[src/assert_macros.svh]
`ifndef ASSERT_MACROS_SVH
`define ASSERT_MACROS_SVH

// Condition must hold on every clock outside reset.
`define ASSERT_ALWAYS(lbl, clk, rst, cond, msg) \
   lbl: assert property (@(posedge clk) disable iff (rst) (cond)) \
      else $error(msg);

// Antecedent implies consequent in the same cycle.
`define ASSERT_IMPLIES(lbl, clk, rst, ante, cons, msg) \
   lbl: assert property (@(posedge clk) disable iff (rst) (ante) |-> (cons)) \
      else $error(msg);

// Antecedent implies consequent in the next cycle.
`define ASSERT_NEXT(lbl, clk, rst, ante, cons, msg) \
   lbl: assert property (@(posedge clk) disable iff (rst) (ante) |=> (cons)) \
      else $error(msg);

`endif

[src/dmhs_pkg.sv]
package dmhs_pkg;

   localparam int HASH_W      = 64;
   localparam int CAP_W       = 9;
   localparam int CSR_INDEX_W = 8;
   localparam int CSR_DATA_W  = 9;
   localparam int MOD_RADIX_W = 4;
   localparam int MOD_STEPS   = HASH_W / MOD_RADIX_W;
   localparam int MOD_CNT_W   = $clog2(MOD_STEPS);

   typedef enum logic [1:0] {
      CMD_SET    = 2'd0,
      CMD_GET    = 2'd1,
      CMD_REMOVE = 2'd2,
      CMD_CLEAR  = 2'd3
   } cmd_type;

   typedef enum logic [1:0] {
      ST_OK        = 2'd0,
      ST_COLLISION = 2'd1,
      ST_MISS      = 2'd2
   } status_type;

   typedef enum logic [2:0] {
      S_IDLE,
      S_DIV,
      S_READ,
      S_UPDATE,
      S_SWEEP,
      S_REPLY
   } state_type;

   localparam logic [CSR_INDEX_W-1:0] REG_CAPACITY = 8'd0;
   localparam logic [CSR_INDEX_W-1:0] REG_REWRITE  = 8'd1;

   typedef struct packed {
      cmd_type     cmd;
      logic [7:0]  key_byte;
      logic        key_last;
      logic [63:0] value_in;
   } req_type;

   typedef struct packed {
      status_type  status;
      logic [63:0] value_out;
      logic [7:0]  slot_index;
      logic [8:0]  entry_count;
   } rsp_type;

   typedef struct packed {
      logic busy;
      logic done;
   } mod_status_type;

endpackage

[src/dmhs_mod.sv]
module dmhs_mod
   import dmhs_pkg::*;
(
   input  logic                  clock,
   input  logic                  reset,
   input  logic                  start,
   input  logic [HASH_W-1:0]     dividend,
   input  logic [CAP_W-1:0]      divisor,
   output mod_status_type        status,
   output logic [CAP_W-1:0]      remainder
);

   logic [HASH_W-1:0]    quo_ff, quo_in;
   logic [CAP_W-1:0]     rem_ff, rem_in;
   logic [CAP_W-1:0]     div_ff, div_in;
   logic [MOD_CNT_W-1:0] cnt_ff, cnt_in;
   logic                 busy_ff, busy_in;
   logic                 done_ff, done_in;

   always_comb begin
      logic [CAP_W:0]   trial;
      logic [CAP_W-1:0] r;
      quo_in  = quo_ff;
      rem_in  = rem_ff;
      div_in  = div_ff;
      cnt_in  = cnt_ff;
      busy_in = busy_ff;
      done_in = 1'b0;
      r       = rem_ff;
      trial   = '0;
      if (start) begin
         quo_in  = dividend;
         rem_in  = '0;
         div_in  = divisor;
         cnt_in  = '0;
         busy_in = 1'b1;
      end else if (busy_ff) begin
         // restoring steps, most significant dividend bits first
         for (int i = 0; i < MOD_RADIX_W; i++) begin
            trial = {r, quo_ff[HASH_W-1-i]};
            if (trial >= {1'b0, div_ff})
               trial = trial - {1'b0, div_ff};
            r = trial[CAP_W-1:0];
         end
         rem_in = r;
         quo_in = quo_ff << MOD_RADIX_W;
         cnt_in = cnt_ff + 1'b1;
         if (cnt_ff == MOD_CNT_W'(MOD_STEPS - 1)) begin
            busy_in = 1'b0;
            done_in = 1'b1;
         end
      end
   end

   always_ff @(posedge clock) begin
      if (reset) begin
         busy_ff <= 1'b0;
         done_ff <= 1'b0;
         cnt_ff  <= '0;
      end else begin
         busy_ff <= busy_in;
         done_ff <= done_in;
         cnt_ff  <= cnt_in;
      end
      quo_ff <= quo_in;
      rem_ff <= rem_in;
      div_ff <= div_in;
   end

   assign status.busy = busy_ff;
   assign status.done = done_ff;
   assign remainder   = rem_ff;

endmodule

[config.mk]
export PLATFORM = sky130hd
export DESIGN_NAME = dmhs_mod
export DESIGN_NICKNAME = d
export VERILOG_FILES = /design/src/assert_macros.svh /design/src/dmhs_pkg.sv /design/src/dmhs_mod.sv
export SDC_FILE = /design/constraint.sdc
export NUM_CORES = 1
export LEC_CHECK = 0
export ABC_AREA = 1
export ABC_CLOCK_PERIOD_IN_PS = 6350
export BUFFER_PORTS_ARGS = -buffer_cell sky130_fd_sc_hd__buf_4
export CORE_MARGIN = 2
export CORE_UTILIZATION = 50
export DETAILED_ROUTE_END_ITERATION = 10
export PLACE_DENSITY_LB_ADDON = 0.05
export SYNTH_ARGS = -nofsm -noshare
export SYNTH_HDL_FRONTEND = slang
export SYNTH_SLANG_ARGS = --single-unit
[constraint.sdc]
create_clock -name clock -period 6.35 [get_ports clock]
set_input_delay 0.9525 -clock clock [delete_from_list [all_inputs] [get_ports clock]]
set_output_delay 0.9525 -clock clock [all_outputs]
set_load 0.01 [all_outputs]
## Word-level counts from Yosys, hierarchy flattened

Cells that the tools add are included.

| word-level totals | value |
|---|---|
| input port bits | 76 |
| word-level logic and storage cells | 36 |
| output and inout port bits | 11 |
| register bits | 88 |

| operators by class | value |
|---|---|
| order comparisons | 4 |
| bitwise operators | 1 |
| mux-type cells | 16 |
| $add $sub $neg | 5 |
| equality and inequality tests | 1 |
| reductions and logical operators | 3 |

Operators by type and width:

| cell | count |
|---|---|
| $mux W64 | 2 |
| $mux W9 | 10 |
| $ge A10 B9 Y1 | 4 |
| $sub A9 B9 Y9 | 4 |
| $add A4 B1 Y4 const B | 1 |
| $eq A4 B4 Y1 const B | 1 |
| $mux W1 | 4 |
| $reduce_or A3 Y1 | 1 |
| $reduce_bool A2 Y1 | 1 |
| $reduce_or A2 Y1 | 1 |
| $not A1 Y1 | 1 |

## Logic depth before layout (Yosys ltp)

Gate-level depths: netlist (run 1).

| depth | value |
|---|---|
| depth in word-level cells | 14 |
| gate-level depth with buffers | 50 |
| gate-level depth less buffers | 48 |

## Least setup slack after synthesis (run 1)

OpenSTA, ideal clock, no wires.

| timing path | value |
|---|---|
| path type | flip-flop to flip-flop |
| from | register div_ff[1] |
| to | register rem_ff[1], in the netlist remainder[1] |
| stages on the path, launching flop included | 43 |
| buffers on the path | 1 |
| required time | 6,236 ps |
| data arrival time | 6,212 ps |
| period minus slack after synthesis | 6,325 ps |
| library setup time | 114 ps |
| slack | 25 ps |
| cell sequence | edfxtp_1 > inv_1 > ha_1 > nand3_1 > nor2_1 > a21oi_2 > nand2_4 > or2_2 > nand2_1 > inv_1 > ha_1 > nand2_1 > inv_1 > a21oi_1 > nand2_1 > a21oi_2 > nand3_4 > buf_4 > [7 not listed] > a21oi_4 > nand2_4 > nor2_8 > nand2_1 > nand2_1 > inv_1 > ha_1 > nand2_1 > nand2_1 > a31oi_1 > nor2_1 > nor3_2 > o21a_1 > inv_1 > a21oi_4 > nand3_1 > nand3_1 > nand2_1 |

| between the ends | value |
|---|---|
| word-level cells in the longest chain between the ends | 14 |
| elaborated cells on any way between the ends | 18 |
| those cells by class | add/sub (4); order compare (4); mux (10) |

RTL lines:

| item | line | text |
|---|---|---|
| from (decl) | dmhs_mod.sv:15 | `logic [CAP_W-1:0] div_ff, div_in;` |
| from (signal assigned) | dmhs_mod.sv:67 | `div_ff <= div_in;` |
| $sub A9 B9 Y9 / $ge A10 B9 Y1 (equally long branches) | dmhs_mod.sv:42, dmhs_mod.sv:41 |  |
| $mux W9 | dmhs_mod.sv:41 | `if (trial >= {1'b0, div_ff})` |
| $mux W9 | dmhs_mod.sv:37 | `end else if (busy_ff) begin` |
| $mux W9 | dmhs_mod.sv:31 | `if (start) begin` |
| $sub A9 B9 Y9 / $ge A10 B9 Y1 (equally long branches) | dmhs_mod.sv:42, dmhs_mod.sv:41 |  |
| $mux W9 | dmhs_mod.sv:41 |  |
| $mux W9 | dmhs_mod.sv:37 |  |
| $mux W9 | dmhs_mod.sv:31 |  |
| $sub A9 B9 Y9 / $ge A10 B9 Y1 (equally long branches) | dmhs_mod.sv:42, dmhs_mod.sv:41 |  |
| $mux W9 | dmhs_mod.sv:41 |  |
| $mux W9 | dmhs_mod.sv:37 |  |
| $mux W9 | dmhs_mod.sv:31 |  |
| $ge A10 B9 Y1 / $sub A9 B9 Y9 (equally long branches) | dmhs_mod.sv:41, dmhs_mod.sv:42 |  |
| $mux W9 * | dmhs_mod.sv:41 |  |
| to (signal assigned) | dmhs_mod.sv:66 | `rem_ff <= rem_in;` |
| to (decl) | dmhs_mod.sv:14 | `logic [CAP_W-1:0] rem_ff, rem_in;` |

Mark *: on every way between the ends. The rest lies on a longest branch, timed or not. The select of a mux whose other input is x is not followed.
A chain may end at the register's enable or synchronous reset.

## Final worst setup path (run 1)

| timing path | value |
|---|---|
| from | register quo_ff[63] |
| to | register rem_ff[7], in the netlist remainder[7] |

| between the ends | value |
|---|---|
| word-level cells in the longest chain between the ends | 14 |
| elaborated cells on any way between the ends | 18 |
| those cells by class | add/sub (4); order compare (4); mux (10) |

RTL lines:

| item | line | text |
|---|---|---|
| from (decl) | dmhs_mod.sv:13 | `logic [HASH_W-1:0] quo_ff, quo_in;` |
| from (signal assigned) | dmhs_mod.sv:65 | `quo_ff <= quo_in;` |
| $sub A9 B9 Y9 / $ge A10 B9 Y1 (equally long branches) | dmhs_mod.sv:42, dmhs_mod.sv:41 |  |
| $mux W9 * | dmhs_mod.sv:41 |  |
| $mux W9 * | dmhs_mod.sv:37 |  |
| $mux W9 * | dmhs_mod.sv:31 |  |
| $sub A9 B9 Y9 / $ge A10 B9 Y1 (equally long branches) | dmhs_mod.sv:42, dmhs_mod.sv:41 |  |
| $mux W9 * | dmhs_mod.sv:41 |  |
| $mux W9 * | dmhs_mod.sv:37 |  |
| $mux W9 * | dmhs_mod.sv:31 |  |
| $sub A9 B9 Y9 / $ge A10 B9 Y1 (equally long branches) | dmhs_mod.sv:42, dmhs_mod.sv:41 |  |
| $mux W9 * | dmhs_mod.sv:41 |  |
| $mux W9 * | dmhs_mod.sv:37 |  |
| $mux W9 * | dmhs_mod.sv:31 |  |
| $sub A9 B9 Y9 / $ge A10 B9 Y1 (equally long branches) | dmhs_mod.sv:42, dmhs_mod.sv:41 |  |
| $mux W9 * | dmhs_mod.sv:41 |  |

Marks and branches as above.

==> results of run 1 <==
[path summary, 6_finish.rpt]
| kind | cells past startpoint | slack (ns) | to |
|---|---|---|---|
| setup reg to reg | 45 | 0.21 | remainder[7]$_SDFFE_PP0P_ |
| hold / removal | 2 | 0.47 | cnt_ff[3]$_SDFFE_PP0P_ |
| setup / recovery | 45 | 0.21 | remainder[7]$_SDFFE_PP0P_ |
| hold reg to reg | 2 | 0.47 | cnt_ff[3]$_SDFFE_PP0P_ |
[metal layers]
metal,vias to the layer above,global-route usage
met4,0,0.111
met2,145,0.419
met3,35,0.0414
met5,-,0
met1,2454,0.313
li1,2703,-
[cells in the mapped netlist, drive strengths merged]
library cell  number
o21a               1
a21oi             23
a31oi              4
nand3             38
dfxtp             15
clkinv             1
a21o               2
or2                3
clkbuf            10
nor3               8
o21bai             3
nand2            329
xor2              16
xnor2             10
inv               80
o21ai             17
fa                 4
nand3b             1
edfxtp            73
nor2              24
ha                37
o31a               1
buf               10
nand4             10
[sequential cells by signal, indices dropped and copies added, names as in the netlist]
signal / count
busy_ff: 1
cnt_ff: 4
div_ff: 9
done_ff: 1
quo_ff: 64
remainder: 9
[metrics by stage]
step                setup TNS (ns)  instances
finish                           0       1056
global route                 -1.35       1056
CTS                              0       1031
detailed placement          -0.784       1014
global placement            -0.129       1014
floorplan                        0        720
[final cells by class]
cell class / count / area [µm²] / area share
clock inverters: 5 / 81.3 / 0.00994
flip-flops and latches: 88 / 2490 / 0.305
inverters: 81 / 322 / 0.0393
well taps: 143 / 179 / 0.0219
repair inverters: 1 / 6.26 / 0.000765
clock buffers: 11 / 233 / 0.0285
repair buffers: 194 / 1470 / 0.179
multi-input cells: 533 / 3400 / 0.415
[logic make-up after synthesis]
kind of cell    count (synthesis)  synth area share
buf+inv                       101            0.0698
flops                          88             0.430
compound gates                 51            0.0553
xor+xnor                       26            0.0393
simple gates                  413             0.312
fa+ha+maj                      41            0.0937
[timing repair]
| item | 4_1_cts | 5_1_grt |
|---|---|---|
| pin swaps | 4 | 56 |
| buffers inserted | 0 | 23 |
| resized for setup | 11 | 105 |
| cloned | 1 | 2 |
| endpoints found under the setup margin | 9 | 9 |
[critical path: cells and delay by family (launching register included)]
family	cells	cell delay, ns
adders and majority gates	5	1.35
and+or+nand+nor	24	2.40
xor gates and xnor gates	1	0.19
DFF	1	0.37
AOI/OAI and AO/OA	7	1.12
buffers and inverters	8	0.58
==> impl.org, run 1 <==
** Timing
- Worst Hold Slack :: 0.471 ns
- Setup repair after global routing could not meet its margin everywhere.
- For this run, the top clock speed supported by timing is approximately 160 MHz.
- The count of endpoints failing hold in the final timing report was 0.
- Of the available clock period, the critical path in the final layout requires 0.967.
- Headroom to the max-slew limit came out at 0.485.
- Setup violations, final :: 0
- Clock tree skew after final layout :: ~0.011 ns
- Min Clock Period, post-route :: 6.14 ns
- Final Max Tran Viols :: 0
- Pin slew with the least headroom to its limit :: 0.772 ns
- Crit path setup slack, layout :: roughly 0.21 ns

** Global route
- Global-route wire length before repair :: between 20000 and 25000 µm
- Entering global routing, the biggest net connects 78 pins.
- Number of global-route vias before repair :: ~5000
- The initial antenna violation count was 0.
- For this run, the total global-route usage over all layers was measured as 0.248.
- After global routing the overflow that remains totals 0.

** Routing
- In the final routing, the length of wire on met1 measures between 6000 and 7000 µm.
- In the detailed route, the total length drawn on met2 is around 8100 µm.
- Total detailed-routing wirelength :: between 15000 and 20000 µm
- In this run, the number of DRC markers left after iteration 0 of detailed routing was roughly 280.
- Wirelength per Cell :: around 15 µm
- Detailed-routing iteration count for the pre-antenna-repair pass :: 5
- DRC :: 0
- The routed design uses roughly 700 µm of met3 wire.
- Number of nets with antenna violations after detailed routing :: 0
- Via Count :: roughly 5300
- Top layer used by detailed routing :: met4
- Vias per Instance :: just over 5

** Cells and area
- The layout has ~920 filler cells.
- Relative to the synthesized area, the layout overhead comes to 41.2%.
- Proportion of layout cells with a drive suffix above 1 :: 0.360
- Most frequent cells in the layout :: sky130_fd_sc_hd__nand2_1 (295), sky130_fd_sc_hd__buf_4 (191), sky130_fd_sc_hd__edfxtp_1 (73), sky130_fd_sc_hd__inv_1 (59), sky130_fd_sc_hd__nand3_1 (30)
- At the end of the flow, the number of nets in the layout was a little over 1000.
- The repair_antennas step left the layout with diodes totalling 0.
- For this run, the share of the core covered by cells in the final layout is 0.719.
- Final cell area excluding filler cells :: 8180 µm²
- Leaving out fill and tap cells, the most frequent cell in the layout is sky130_fd_sc_hd__nand2_1.

** Status
- The run finished with clean final reports.

** Floorplanning
- I/O pin count :: 87
- The initialized floorplan defines 39 standard-cell rows.
- Initial standard-cell utilization of the core :: 0.510
- The floorplan step defined a die boundary enclosing about 12000 µm².
- Die width :: 112 µm
- Area of the core :: ~11000 µm²
- Vert. Die Dim :: roughly 110 µm

** Place
- DP HPWL :: around 12000 µm
- Port-buffer cells :: 86
- Placed instance area :: 7160 µm²
- At the end of routability-driven placement, the weighted congestion stood at around 1.
- Worst slack after detailed placement :: -0.111 ns

** Setup path
- Cell repeated most along the worst path :: sky130_fd_sc_hd__nand2_1
- Data on the critical path is required at its endpoint by about 6.6 ns.
- The critical path starts at quo_ff[63]$_DFFE_PP_.
- The startpoint identified for the worst register-to-register timing path is quo_ff[63]$_DFFE_PP_.
- Crit. End Element :: flop
- For the worst setup path, the data arrival time is roughly 6.4 ns.
- Maximum fanout count along the critical path :: 7
- STA classifies the critical path startpoint as a flop.
- The setup path with the least slack is of type flop to flop.
- The largest single stage delay on the critical path is approximately 0.39 ns.
- The slowest stage of the critical path belongs to the cell sky130_fd_sc_hd__fa_2.

** Clocking
- Clock input transition at the sequential cells of the worst setup and hold paths :: around 0.07 ns
- Number of buffers created by CTS :: 9
- Counting every sink on the clock net gives between 80 and 90.
- The later pin in the worst-skew pair is clocked with a latency of between 0.3 and 0.4 ns.
- In this run the deepest clock path goes through 2 buffers.
- Buffers inserted to repair hold after CTS numbered 0.
- CTS H-tree depth :: 3
- Clock tree from TritonCTS :: done
- The tree is rooted in a sky130_fd_sc_hd__clkbuf_16.

** Synth
- Syn Std Cell Area :: ~5800 µm²
- For this run, the register share of the synthesized area comes to 0.430.
- Cell types occupying the most area after synthesis :: sky130_fd_sc_hd__edfxtp_1 (38%), sky130_fd_sc_hd__nand2_1 (20%), sky130_fd_sc_hd__ha_1 (8.0%)
- The netlist uses between 40 and 50 different library cells.
- Post-synthesis sequential element count :: around 90
- sky130_fd_sc_hd__edfxtp_1 takes more of the synthesized area than any other cell.
- The cell count after synthesis came out at between 700 and 800.
- The share of synthesized area in the top cell type comes to 0.378.
- Synthesis produced a netlist with a net count of roughly 840.
- Average cell area after synthesis :: 8.05 µm²
- For this run, the number of Yosys warnings is 0.

** Min path
- Worst min-delay path category :: flop to flop
- Worst min-delay path startpoint :: cnt_ff[3]$_SDFFE_PP0P_

** Run
- # Max-Cap Violations :: 0
Power of run 1 is not shown: default switching activity piles up to over one toggle a cycle in this logic, so the estimate is an artifact.
==> inputs of run 2 (changes only) <==
--- a/config.mk
+++ b/config.mk
@@ -11,7 +11,7 @@
 export CORE_MARGIN = 2
 export CORE_UTILIZATION = 50
 export DETAILED_ROUTE_END_ITERATION = 10
-export PLACE_DENSITY_LB_ADDON = 0.05
+export PLACE_DENSITY = 0.8
 export SYNTH_ARGS = -nofsm -noshare
 export SYNTH_HDL_FRONTEND = slang
 export SYNTH_SLANG_ARGS = --single-unit
==> constraint.sdc (replaced) <==
create_clock -name clock -period 6.35 [get_ports clock]
set_input_delay 1.5875 -clock clock [delete_from_list [all_inputs] [get_ports clock]]
set_output_delay 1.5875 -clock clock [all_outputs]
set_load 0.01 [all_outputs]
==> impl.org, run 2 (synthesized netlist as in run 1, its figures left out) <==
** Place
- Last weighted congestion value of the routability-driven placer :: 0.968 (-3.6%)
- Total instance count after detailed placement :: 1015 (+0.099%)
- Port-buffer cells :: 86 (unchanged)
- The HPWL after detailed placement was 11100 µm (-5.6%).

** Global route
- The initial antenna violation count was 0 (unchanged).
- Global Route Usage Sum :: 0.239 (-0.00899)
- The pin count of the biggest net entering global routing was 78 (unchanged).
- The wire length of the first global-routing pass is 23500 µm (-4.1%).
- The leftover overflow at the end of global routing is 0 (unchanged).
- The via count of the first global-routing pass is 5103 (-0.91%).

** Clocking
- CTS H-tree depth :: 3 (unchanged)
- Clock tree sinks :: 88 (unchanged)
- Quantity of hold-fixing buffers added after cts :: 0 (unchanged)
- Clock input transition at the sequential cells of the worst setup and hold paths :: 0.06 ns (about the same)
- Buffer type at the clock tree root :: sky130_fd_sc_hd__clkbuf_16
- The total clock buffers created by CTS is 9 (unchanged).
- Clock tree from TritonCTS :: done
- The maximum count of clock buffers along a single path came to 2 (unchanged).
- Clock latency on the worst-skew pair :: 0.35 ns (about the same)

** Min path
- Hold endpoint :: cnt_ff[3]$_SDFFE_PP0P_
- The number of cells on the worst hold path is 2 (unchanged).
- Worst min-delay path startpoint :: cnt_ff[3]$_SDFFE_PP0P_
- The worst hold path belongs to the class flop to flop.

** Run
- The number of max-capacitance violations reported is 0 (unchanged).

** Cells and area
- More flip-flops sit in one register than any other, and that register is quo_ff.
- The area added between synthesis and finish is 41.2% (about the same).
- In the layout the commonest cells are sky130_fd_sc_hd__nand2_1 (296), sky130_fd_sc_hd__buf_4 (185), sky130_fd_sc_hd__edfxtp_1 (73), sky130_fd_sc_hd__inv_1 (62), sky130_fd_sc_hd__nand3_1 (22).
- Proportion of layout cells with a drive suffix above 1 :: 0.367 (+0.00679)
- The number of inserted diodes is 0 (unchanged).
- Net count reported at finish :: 1019 (-0.59%)
- Leading cell type in the layout, fill and taps excluded :: sky130_fd_sc_hd__nand2_1
- Max reg flops :: 64 (unchanged)
- Final non-filler cell total :: 1050 (-0.57%)

** Routing
- Number of nets with antenna violations after detailed routing :: 0 (unchanged)
- DRC :: 0 (unchanged)
- Drt first-iter violations :: 479 (+70%)
- Total detailed-routing wirelength :: 16900 µm (+4.7%)
- The total number of vias is 5679 (+6.4%).
- Vias per Instance :: 5.41 (+7.0%)
- The routed wirelength normalized by instance count was 16.1 µm (+5.3%).
- The number of iterations in the first detailed-routing pass is 5 (unchanged).

** Timing
- The worst slack on hold paths was 0.466 ns (-0.00558 ns).
- The final cycle utilization of the critical path was 1.00 (+0.0345).
- Final Max Tran Viols :: 0 (unchanged)
- The max-slew headroom at the worst pin is 0.364 (-0.121).
- Achievable frequency :: 157 MHz (-3.4%)
- Clock tree skew after final layout :: 0.00773 ns (-0.00297 ns)
- Hold violation total from the final report :: 0 (unchanged)
- Pin slew with the least headroom to its limit :: 0.948 ns (+0.176 ns)
- The count of final setup violators came to 1 (+1).
- Crit path setup slack, layout :: -0.0116 ns (-0.219 ns)
- Unrepaired setup endpoints after global routing :: true
- The minimum clock period came to 6.36 ns (+0.219 ns).

** Floorplanning
- Initial standard-cell utilization of the core :: 0.510 (unchanged)
- Vert. Die Dim :: 112 µm (unchanged)
- The overall die area came to 12500 µm² (unchanged).
- The area of the placeable core is 11400 µm² (unchanged).
- Row cnt :: 39 (unchanged)
- The floorplan die width came to 112 µm (unchanged).
- The number of ports placed on the die boundary came to 87 (unchanged).

** Setup path
- The buffering stage count on the worst path with inverters included came to 7 (-1).
- The largest individual stage delay along the critical path comes from the cell sky130_fd_sc_hd__edfxtp_1.
- Cell repeated most along the worst path :: sky130_fd_sc_hd__nand2_1
- Kind of start point of the critical path :: flop
- Crit Path Class :: flop to flop
- Crit-path leading delay family :: simple AND/OR/NAND/NOR gates
- The worst path required time is 6.58 ns (about the same).
- Largest stage delay on the critical path :: 0.41 ns (+0.02 ns)
- Critical register-to-register path startpoint :: quo_ff[63]$_DFFE_PP_
- Slack of the worst reg-to-reg path :: -0.01 ns (-0.22 ns)
- Reg2Reg Capture Point :: remainder[6]$_SDFFE_PP0P_
- Crit. End Element :: flop
- The count of cells along the worst register-to-register path is 44 (-2.2%).
- The largest driver fanout on the critical path came to 8 (+1).
- CP Data Arrival Time :: 6.59 ns (+0.22 ns)

** Status
- Failing checks :: setup timing
- Status :: finished with violations
[run 2: cell types whose count changed in the layout (fill, tap and decap cells not counted), sizes merged]
cell	change
clkinv	+1
buf	-5
nand3	-1
inv	+1
bufinv	-1
clkbuf	-1
[run 2: worst max-delay path by stage]
| stage | end | depth (start not counted) | startpoint |
|---|---|---|---|
| finish | remainder[6]$_SDFFE_PP0P_ | 44 | quo_ff[63]$_DFFE_PP_ |
| global route | remainder[6]$_SDFFE_PP0P_ | 44 | quo_ff[63]$_DFFE_PP_ |
| CTS | remainder[4]$_SDFFE_PP0P_ | 44 | div_ff[7]$_DFFE_PP_ |
| detailed placement | remainder[6]$_SDFFE_PP0P_ | 44 | quo_ff[63]$_DFFE_PP_ |
| global placement | remainder[7]$_SDFFE_PP0P_ | 42 | quo_ff[63]$_DFFE_PP_ |
| floorplan | remainder[1]$_SDFFE_PP0P_ | 42 | div_ff[1]$_DFFE_PP_ |
[run 2: per-stage QoR]
step | utilization | setup TNS (ns) | area [µm²] | worst slack, ns
after floorplan | - | 0 | 5790 | 0.0249
after global placement | 0.630 | 0 | 7170 | 0.135
after detailed placement | 0.630 | -0.165 | 7170 | -0.0355
after CTS | 0.661 | 0 | 7510 | 0.0275
after global routing | 0.719 | -2.45 | 8180 | -0.329
final | 0.719 | -0.0116 | 8180 | -0.0116
[run 2: final cells by class]
cell class | instances | area [µm²]
Sequential cell | 88 | 2490
Fill cell | 726 | 3190
Multi-Input combinational cell | 532 | 3460
Clock buffer | 10 | 229
Tap cell | 143 | 179
Clock inverter | 6 | 68.8
Inverter | 81 | 314
Timing Repair inverter | 1 | 6.26
Timing Repair Buffer | 189 | 1430
[run 2: routing by layer]
metal | wire (µm) | share of wire | track usage
met1 | 6570 | 0.39 | 0.300
met2 | 8270 | 0.49 | 0.394
met4 | 789 | 0.047 | 0.109
met3 | 1290 | 0.076 | 0.0533
met5 | 0 | 0 | 0
[run 2: repair_timing]
action,4_1_cts,5_1_grt
setup buffers,3,14
endpoints found under the setup margin,8,9
cloned,1,1
gates resized for setup,4,117
pin swaps,4,44
[run 2: worst reg2reg max path, delay by kind of cell (launching register included)]
family	cells	cell delay [ns]
and+or+nand+nor	22	2.22
adders and majority gates	5	1.27
AOI/OAI and AO/OA	10	1.77
DFF	1	0.41
buffers and inverters	7	0.57
Power of run 2 is left out for the same reason.
